==> src/hw/rtl/sle_pkg.sv <==
`timescale 1ns / 1ps
// Package for the serial line editor: request codes, character codes and payload types.
// Depends on nothing; serial_line_editor and its testbench import it.
package sle_pkg;

    localparam int BUF_LEN_DEFAULT = 64;

    localparam logic [1:0] REQ_BYTE    = 2'd0;
    localparam logic [1:0] REQ_READ    = 2'd1;
    localparam logic [1:0] REQ_RELEASE = 2'd2;

    localparam logic [7:0] CH_CR  = 8'h0d;
    localparam logic [7:0] CH_LF  = 8'h0a;
    localparam logic [7:0] CH_BS  = 8'h08;
    localparam logic [7:0] CH_DEL = 8'h7f;
    localparam logic [7:0] CH_BEL = 8'h07;
    localparam logic [7:0] CH_SP  = 8'h20;

    typedef struct packed {
        logic [1:0] req_type;
        logic [7:0] rx_byte;
        logic [5:0] read_index;
    } in_item_t;

    typedef struct packed {
        logic       tx_valid;
        logic [7:0] tx_byte;
        logic       last;
        logic       line_done;
        logic [5:0] line_length;
        logic [7:0] read_data;
    } out_item_t;

endpackage

==> src/hw/rtl/sle_stream_if.sv <==
`timescale 1ns / 1ps
// Valid/ready stream channel carrying one payload per transaction.
// Depends on nothing; the payload type is supplied by the instantiating module.
interface sle_stream_if #(
    parameter type payload_t = logic
);
    logic     valid;
    logic     ready;
    payload_t payload;

    modport source (output valid, output payload, input ready);
    modport sink (input valid, input payload, output ready);
endinterface

==> src/hw/rtl/sle_ram.sv <==
`timescale 1ns / 1ps
// Generic single-port-write, single-port-read RAM with a registered read.
// Depends on nothing.
module sle_ram #(
    parameter int WIDTH = 8,
    parameter int DEPTH = 64
) (
    input  logic                     clk,
    input  logic                     wr_en,
    input  logic [$clog2(DEPTH)-1:0] wr_addr,
    input  logic [WIDTH-1:0]         wr_data,
    input  logic                     rd_en,
    input  logic [$clog2(DEPTH)-1:0] rd_addr,
    output logic [WIDTH-1:0]         rd_data
);

    logic [WIDTH-1:0] mem [DEPTH];
    logic [WIDTH-1:0] rd_data_reg;

    always_ff @(posedge clk)
    begin
        if (wr_en)
        begin
            mem[wr_addr] <= wr_data;
        end
        if (rd_en)
        begin
            rd_data_reg <= mem[rd_addr];
        end
    end

    assign rd_data = rd_data_reg;

endmodule

==> src/hw/rtl/serial_line_editor.sv <==
`timescale 1ns / 1ps
// Serial line editor: builds a text line from received bytes, with echo and erase editing.
// A result is offered in the cycle after its transaction; a read takes its data from the line
// RAM's registered port. One transaction per cycle while the output is taken, except that
// an erase holds the output register for three transfers (backspace, space, backspace).
// Reset clears the count, the line-complete flag and the output valid flag and sets edit mode;
// the line RAM is not cleared. Depends on sle_pkg, sle_stream_if and sle_ram.
module serial_line_editor
    import sle_pkg::*;
#(
    parameter int BUF_LEN = BUF_LEN_DEFAULT
) (
    input  logic         clk,
    input  logic         rst_n,
    input  logic         cfg_wr_en,
    input  logic         cfg_wr_data,
    sle_stream_if.sink   in_ch,
    sle_stream_if.source out_ch
);

    localparam int AW = $clog2(BUF_LEN);

    typedef struct packed {
        logic       erase;
        logic       tx_valid;
        logic [7:0] tx_byte;
        logic       rd_hit;
        logic       line_done;
        logic [5:0] line_length;
    } res_t;

    logic          edit_reg;
    logic [AW-1:0] count_reg, count_next;
    logic          complete_reg, complete_next;
    logic          out_valid_reg, out_valid_next;
    logic [1:0]    beat_reg, beat_next;
    res_t          res_reg, res_next;

    logic          accept;
    logic          out_last;
    logic          wr_en;
    logic [AW-1:0] wr_addr;
    logic [7:0]    wr_data;
    logic          rd_en;
    logic [AW-1:0] rd_addr;
    logic [7:0]    rd_data;
    logic [AW+5:0] idx_wide;
    logic [AW+5:0] count_wide;
    in_item_t      item;

    assign item     = in_ch.payload;
    assign idx_wide = (AW + 6)'(item.read_index);
    assign rd_addr  = idx_wide[AW-1:0];
    assign out_last = !res_reg.erase || (beat_reg == 2'd2);
    assign in_ch.ready = !out_valid_reg || (out_ch.ready && out_last);
    assign accept   = in_ch.valid && in_ch.ready;

    always_comb
    begin
        count_next    = count_reg;
        complete_next = complete_reg;
        wr_en         = 1'b0;
        wr_addr       = count_reg;
        wr_data       = 8'd0;
        rd_en         = 1'b0;
        res_next      = '0;
        case (item.req_type)
            REQ_BYTE:
            begin
                if (!complete_reg)
                begin
                    if (item.rx_byte == CH_CR || item.rx_byte == CH_LF)
                    begin
                        wr_en         = accept;
                        complete_next = 1'b1;
                    end
                    else if (edit_reg && (item.rx_byte == CH_BS || item.rx_byte == CH_DEL))
                    begin
                        if (count_reg == '0)
                        begin
                            res_next.tx_valid = 1'b1;
                            res_next.tx_byte  = CH_BEL;
                        end
                        else
                        begin
                            count_next     = count_reg - AW'(1);
                            wr_en          = accept;
                            wr_addr        = count_reg - AW'(1);
                            res_next.erase = 1'b1;
                        end
                    end
                    else
                    begin
                        wr_en   = accept;
                        wr_data = item.rx_byte;
                        if (count_reg == AW'(BUF_LEN - 1))
                        begin
                            count_next = '0;
                        end
                        else
                        begin
                            count_next = count_reg + AW'(1);
                        end
                        if (edit_reg)
                        begin
                            res_next.tx_valid = 1'b1;
                            res_next.tx_byte  = item.rx_byte;
                        end
                    end
                end
            end
            REQ_READ:
            begin
                rd_en           = accept;
                res_next.rd_hit = (idx_wide < (AW + 6)'(BUF_LEN));
            end
            REQ_RELEASE:
            begin
                count_next    = '0;
                complete_next = 1'b0;
            end
            default:
            begin
            end
        endcase
        count_wide           = (AW + 6)'(count_next);
        res_next.line_done   = complete_next;
        res_next.line_length = count_wide[5:0];
    end

    always_comb
    begin
        out_valid_next = out_valid_reg;
        beat_next      = beat_reg;
        if (accept)
        begin
            out_valid_next = 1'b1;
            beat_next      = 2'd0;
        end
        else if (out_valid_reg && out_ch.ready)
        begin
            if (out_last)
            begin
                out_valid_next = 1'b0;
            end
            else
            begin
                beat_next = beat_reg + 2'd1;
            end
        end
    end

    always_ff @(posedge clk or negedge rst_n)
    begin
        if (!rst_n)
        begin
            edit_reg      <= 1'b1;
            count_reg     <= '0;
            complete_reg  <= 1'b0;
            out_valid_reg <= 1'b0;
            beat_reg      <= 2'd0;
        end
        else
        begin
            if (cfg_wr_en)
            begin
                edit_reg <= cfg_wr_data;
            end
            if (accept)
            begin
                count_reg    <= count_next;
                complete_reg <= complete_next;
            end
            out_valid_reg <= out_valid_next;
            beat_reg      <= beat_next;
        end
    end

    always_ff @(posedge clk)
    begin
        if (accept)
        begin
            res_reg <= res_next;
        end
    end

    sle_ram #(
        .WIDTH (8),
        .DEPTH (BUF_LEN)
    ) u_line_ram (
        .clk     (clk),
        .wr_en   (wr_en),
        .wr_addr (wr_addr),
        .wr_data (wr_data),
        .rd_en   (rd_en),
        .rd_addr (rd_addr),
        .rd_data (rd_data)
    );

    always_comb
    begin
        out_ch.payload.last        = out_last;
        out_ch.payload.line_done   = res_reg.line_done;
        out_ch.payload.line_length = res_reg.line_length;
        out_ch.payload.read_data   = res_reg.rd_hit ? rd_data : 8'd0;
        if (res_reg.erase)
        begin
            out_ch.payload.tx_valid = 1'b1;
            out_ch.payload.tx_byte  = (beat_reg == 2'd1) ? CH_SP : CH_BS;
        end
        else
        begin
            out_ch.payload.tx_valid = res_reg.tx_valid;
            out_ch.payload.tx_byte  = res_reg.tx_byte;
        end
    end

    assign out_ch.valid = out_valid_reg;

endmodule

==> src/flat_wrapper.sv <==
// flat-port wrapper written by rule: the top's interface ports become plain ports
module serial_line_editor_flat import sle_pkg::*;
#(
    parameter int BUF_LEN = BUF_LEN_DEFAULT
)
  (clk, rst_n, cfg_wr_en, cfg_wr_data, in_ch_valid, in_ch_payload, in_ch_ready, out_ch_valid, out_ch_payload, out_ch_ready);
  sle_stream_if #(.payload_t(in_item_t)) in_ch_i ();
  sle_stream_if #(.payload_t(out_item_t)) out_ch_i ();
  input  logic clk;
  input  logic rst_n;
  input  logic cfg_wr_en;
  input  logic cfg_wr_data;
  input wire logic [$bits(in_ch_i.valid)-1:0] in_ch_valid;
  input wire logic [$bits(in_ch_i.payload)-1:0] in_ch_payload;
  output wire logic [$bits(in_ch_i.ready)-1:0] in_ch_ready;
  output wire logic [$bits(out_ch_i.valid)-1:0] out_ch_valid;
  output wire logic [$bits(out_ch_i.payload)-1:0] out_ch_payload;
  input wire logic [$bits(out_ch_i.ready)-1:0] out_ch_ready;
  assign in_ch_i.valid = in_ch_valid;
  assign in_ch_i.payload = in_ch_payload;
  assign in_ch_ready = in_ch_i.ready;
  assign out_ch_valid = out_ch_i.valid;
  assign out_ch_payload = out_ch_i.payload;
  assign out_ch_i.ready = out_ch_ready;
  serial_line_editor #(.BUF_LEN(BUF_LEN)) u_core (.clk(clk), .rst_n(rst_n), .cfg_wr_en(cfg_wr_en), .cfg_wr_data(cfg_wr_data), .in_ch(in_ch_i), .out_ch(out_ch_i));
endmodule
==> config.mk <==
export PLATFORM = sky130hd
export DESIGN_NAME = serial_line_editor_flat
export DESIGN_NICKNAME = d
export VERILOG_FILES = /design/src/hw/rtl/sle_pkg.sv /design/src/hw/rtl/sle_stream_if.sv /design/src/hw/rtl/sle_ram.sv /design/src/hw/rtl/serial_line_editor.sv /design/src/flat_wrapper.sv
export SDC_FILE = /design/constraint.sdc
export NUM_CORES = 1
export LEC_CHECK = 0
export BUFFER_PORTS_ARGS = -buffer_cell sky130_fd_sc_hd__buf_2
export CAP_MARGIN = 40
export CORE_MARGIN = 2
export CORE_UTILIZATION = 62
export DETAILED_ROUTE_END_ITERATION = 8
export GPL_ROUTABILITY_DRIVEN = 0
export HOLD_SLACK_MARGIN = 0.08
export PLACE_DENSITY_LB_ADDON = 0.2
export SLEW_MARGIN = 10
export SYNTH_ARGS = -nofsm -noshare
export SYNTH_HDL_FRONTEND = slang
export SYNTH_SLANG_ARGS = --single-unit
==> constraint.sdc <==
create_clock -name clk -period 5.1 [get_ports clk]
set_clock_uncertainty 0.2 [all_clocks]
set_input_delay 0 -clock clk [delete_from_list [all_inputs] [get_ports clk]]
set_output_delay 0 -clock clk [all_outputs]
set_load 0.02 [all_outputs]
==> impl_metrics.env <==
export IMPL_slew_worst_pin_ns=0.952
export IMPL_placed_area_um2=23400
export IMPL_post_synth_top_area_cell="edfxtp_1"
export IMPL_die_area_um2=37600
export IMPL_final_max_slew_violation_count=0
export IMPL_grt_pass1_wl_um=76500
export IMPL_post_cts_resized=0
export IMPL_summed_instance_area_of_the_synthesized_netlist_um2=22300
export IMPL_crit_reg2reg_capture="u_core.u_line_ram.mem[62][3]$_DFFE_PP_"
export IMPL_synth_edff_count=538
export IMPL_timing_hold_worst_class="in2reg"
export IMPL_synth_seq_cells=549
export IMPL_timing_reg2reg_worst_path_depth=8
export IMPL_cts_root_buf="clkbuf_16"
export IMPL_fp_row_count=69
export IMPL_synth_cell_types=63
export IMPL_setup_repair_after_global_routing_missed_its_margin="false"
export IMPL_wl_per_cell_um=29.4
export IMPL_avgViaCountPerCell=6.73
export IMPL_worstReg2RegStart="u_core.count_reg[0]$_DFFE_PN0P_"
export IMPL_finalWorstPathRequiredPeriod_ns=4.34
export IMPL_async_flop_share_pct=2.00
export IMPL_worst_ep_required_time_ns=5.11
export IMPL_setup_tns_ns=0
export IMPL_tritoncts_num_buffers=53
export IMPL_io_buffer_count=48
export IMPL_multi_input_area_um2=5570
export IMPL_number_of_flip_flops_under_the_largest_register_name=512
export IMPL_synth_fp_nets=1130
export IMPL_clock_sinks=549
export IMPL_synthTopCellsByArea="edfxtp_1 (72%), mux4_2 (16%), dfrtp_1 (1.1%), nor3_1 (0.99%), nor2_1 (0.79%)"
export IMPL_htree_num_levels=2
export IMPL_die_height_um=194
export IMPL_dp_hpwl_um=32200
export IMPL_drtIter0Drc=1600
export IMPL_filler_cell_count=2047
export IMPL_start_util_pct=62.9
export IMPL_synth_top_cell_area_share_pct=72.3
export IMPL_number_of_global_route_vias_before_repair=11532
export IMPL_worst_hold_path_endpoint="u_core.res_reg[11]$_SDFFCE_PP0P_"
export IMPL_pre_cts_slack_ns=0.858
export IMPL_utilization_pct=71.6
export IMPL_fmaxAchievable_mhz=231
export IMPL_drt_first_pass_iters=6
export IMPL_critical_path_max_fanout=17
export IMPL_clkLatencyLatePin_ns=0.60
export IMPL_hold_buffers=23
export IMPL_final_cell_area_um2=25400
export IMPL_period_share_pct=85.0
export IMPL_synth_seq_area_share_pct=73.6
export IMPL_syn_mean_instance_area_um2=20.2
export IMPL_global_route_overflow_total=0
export IMPL_wl_um=51000
export IMPL_grt_start_max_net_pins=65
export IMPL_clk_pin_slew_ns=0.06
export IMPL_gr_usage_all_layers_pct=27.8
export IMPL_holdPathStages=3
export IMPL_post_cts_buffers=0
export IMPL_antenna_cells=0
export IMPL_total_leakage_power_nw=8.21
export IMPL_via_count=11673
export IMPL_postSynthCellCount=1104
export IMPL_timing_final_ws_setup_ns=0.764
export IMPL_ctsLongestPathBuffers=3
export IMPL_layout_area_overhead_vs_synth_pct=13.7
export IMPL_drc=0
export IMPL_mostFrequentLayoutCell="edfxtp_1"
export IMPL_crit_path_start_kind="flop"
export IMPL_r2r_setup_slack_ns=0.76
export IMPL_die_width_um=194
export IMPL_pin_count=49
export IMPL_critPathArrivalTime_ns=4.35
export IMPL_post_route_cells_drive_above_1_share_pct=29.8
export IMPL_ant_nets=0
export IMPL_timing_critical_path_to_type="flop"
export IMPL_maxCapViolCount=0
export IMPL_power_density_cell_area_nw_per_um2=394
export IMPL_commonest_cells_after_routing_fill_and_taps_aside="edfxtp_1 (538), mux4_2 (160), buf_4 (57), clkbuf_16 (55), buf_2 (49)"
export IMPL_startpoint_to_endpoint_class_of_the_critical_path="reg2reg"
export IMPL_area_used_by_sequential_logic_in_the_layout_um2=16400
export IMPL_finish_net_count=1254
export IMPL_grt_antenna_before_repair=1
export IMPL_status="complete, no violations"
export IMPL_core_area_um2=35500
export IMPL_postSynth_topFlopCell="edfxtp_1"
export IMPL_maxSlewHeadroom_pct=36.1
export IMPL_power_w=0.0100
export IMPL_hold_path_startpoint="in_ch_payload[9]"
export IMPL_cts_tree="yes"
export IMPL_yosysWarnings=0
export IMPL_timing_final_setup_violations=0
export IMPL_timing_final_hold_violations=0
export IMPL_peakVddDrop_mv=0.331
-- cell type report --
| type | count | share of cell area [%] |
|---|---|---|
| Tap cell | 461 | 2.27 |
| Timing Repair Buffer | 135 | 4.04 |
| Clock buffer | 67 | 5.60 |
| Inverter | 15 | 0.222 |
| Clock inverter | 33 | 1.22 |
| Multi-Input combinational cell | 474 | 21.9 |
| Sequential cell | 549 | 64.7 |
-- metal layers --
metal	part of all wire (%)	vias to the layer above	global-route usage, %
li1	-	4872	-
met1	40	6065	42.1
met2	49	665	43.6
met3	9.4	71	5.34
met4	1.6	0	5.40
met5	0	-	0
-- through the flow --
stage	hold WS (ns)	instances
2_1_floorplan	-0.496	1104
3_3_place_gp	-0.313	1604
3_5_place_dp	-0.308	1611
4_1_cts	0.0936	1734
5_1_grt	0.139	1734
6_report	0.105	1734
-- report_power, final --
group | total [W] | leakage, nW | internal, W | switching [W]
sequential | 0.00509 | 5.09 | 0.00500 | 0.0000880
combinational | 0.00101 | 2.27 | 0.000360 | 0.000654
clock | 0.00390 | 0.842 | 0.00227 | 0.00162
-- worst max-delay path, stage by stage (launching register included) --
cell and delay [ns]:
dfrtp_1 0.58, inv_1 0.20, ha_1 0.31, nor3b_1 0.47, nand2_1 0.13, a2111oi_2 0.58
mux2_2 0.32, o211ai_1 0.36, nor2_1 0.80
-- Yosys cell counts, types with 5 or more instances --
master and count:
nor2b_1 8, nor3_1 44, and2_1 13, inv_1 14
clkbuf_1 37, nor2_1 47, buf_2 10, nor4_1 16
a211oi_1 5, o22ai_1 16, o211ai_1 5, o21ai_0 11
mux2i_1 9, dfrtp_1 10, mux2_2 5, nand3_1 7
a21oi_1 13, and3_1 10, edfxtp_1 538, nand2_1 27
buf_4 10, nor3b_1 7, nand2b_1 7, buf_1 8
mux4_2 160
-- kinds of logic (layout without fill, tap and decap cells) --
group,count (synthesis),after routing,synth area share [%]
AOI/OAI and AO/OA,85,85,2.75
xor gates and xnor gates,1,1,0.0392
adders and majority gates,4,4,0.224
buffers and inverters,81,250,1.62
DFF,549,549,73.6
muxes,174,174,16.8
and+or+nand+nor,210,210,5.01
-- how the worst max path moves through the flow --
| stage | from | endpoint | slack [ns] |
|---|---|---|---|
| 6_report | u_core.count_reg[0]$_DFFE_PN0P_ | u_core.u_line_ram.mem[62][3]$_DFFE_PP_ | 0.76 |
| 5_1_grt | u_core.count_reg[0]$_DFFE_PN0P_ | u_core.u_line_ram.mem[62][3]$_DFFE_PP_ | 0.45 |
| 4_1_cts | u_core.count_reg[0]$_DFFE_PN0P_ | u_core.u_line_ram.mem[62][3]$_DFFE_PP_ | 0.82 |
| 3_5_place_dp | u_core.count_reg[0]$_DFFE_PN0P_ | u_core.u_line_ram.mem[62][3]$_DFFE_PP_ | 0.86 |
| 3_3_place_gp | u_core.count_reg[0]$_DFFE_PN0P_ | u_core.u_line_ram.mem[13][0]$_DFFE_PP_ | 0.96 |
| 2_1_floorplan | u_core.count_reg[1]$_DFFE_PN0P_ | u_core.u_line_ram.mem[49][0]$_DFFE_PP_ | 1.24 |
No activity file was read; power rests on OpenSTA's default activity.
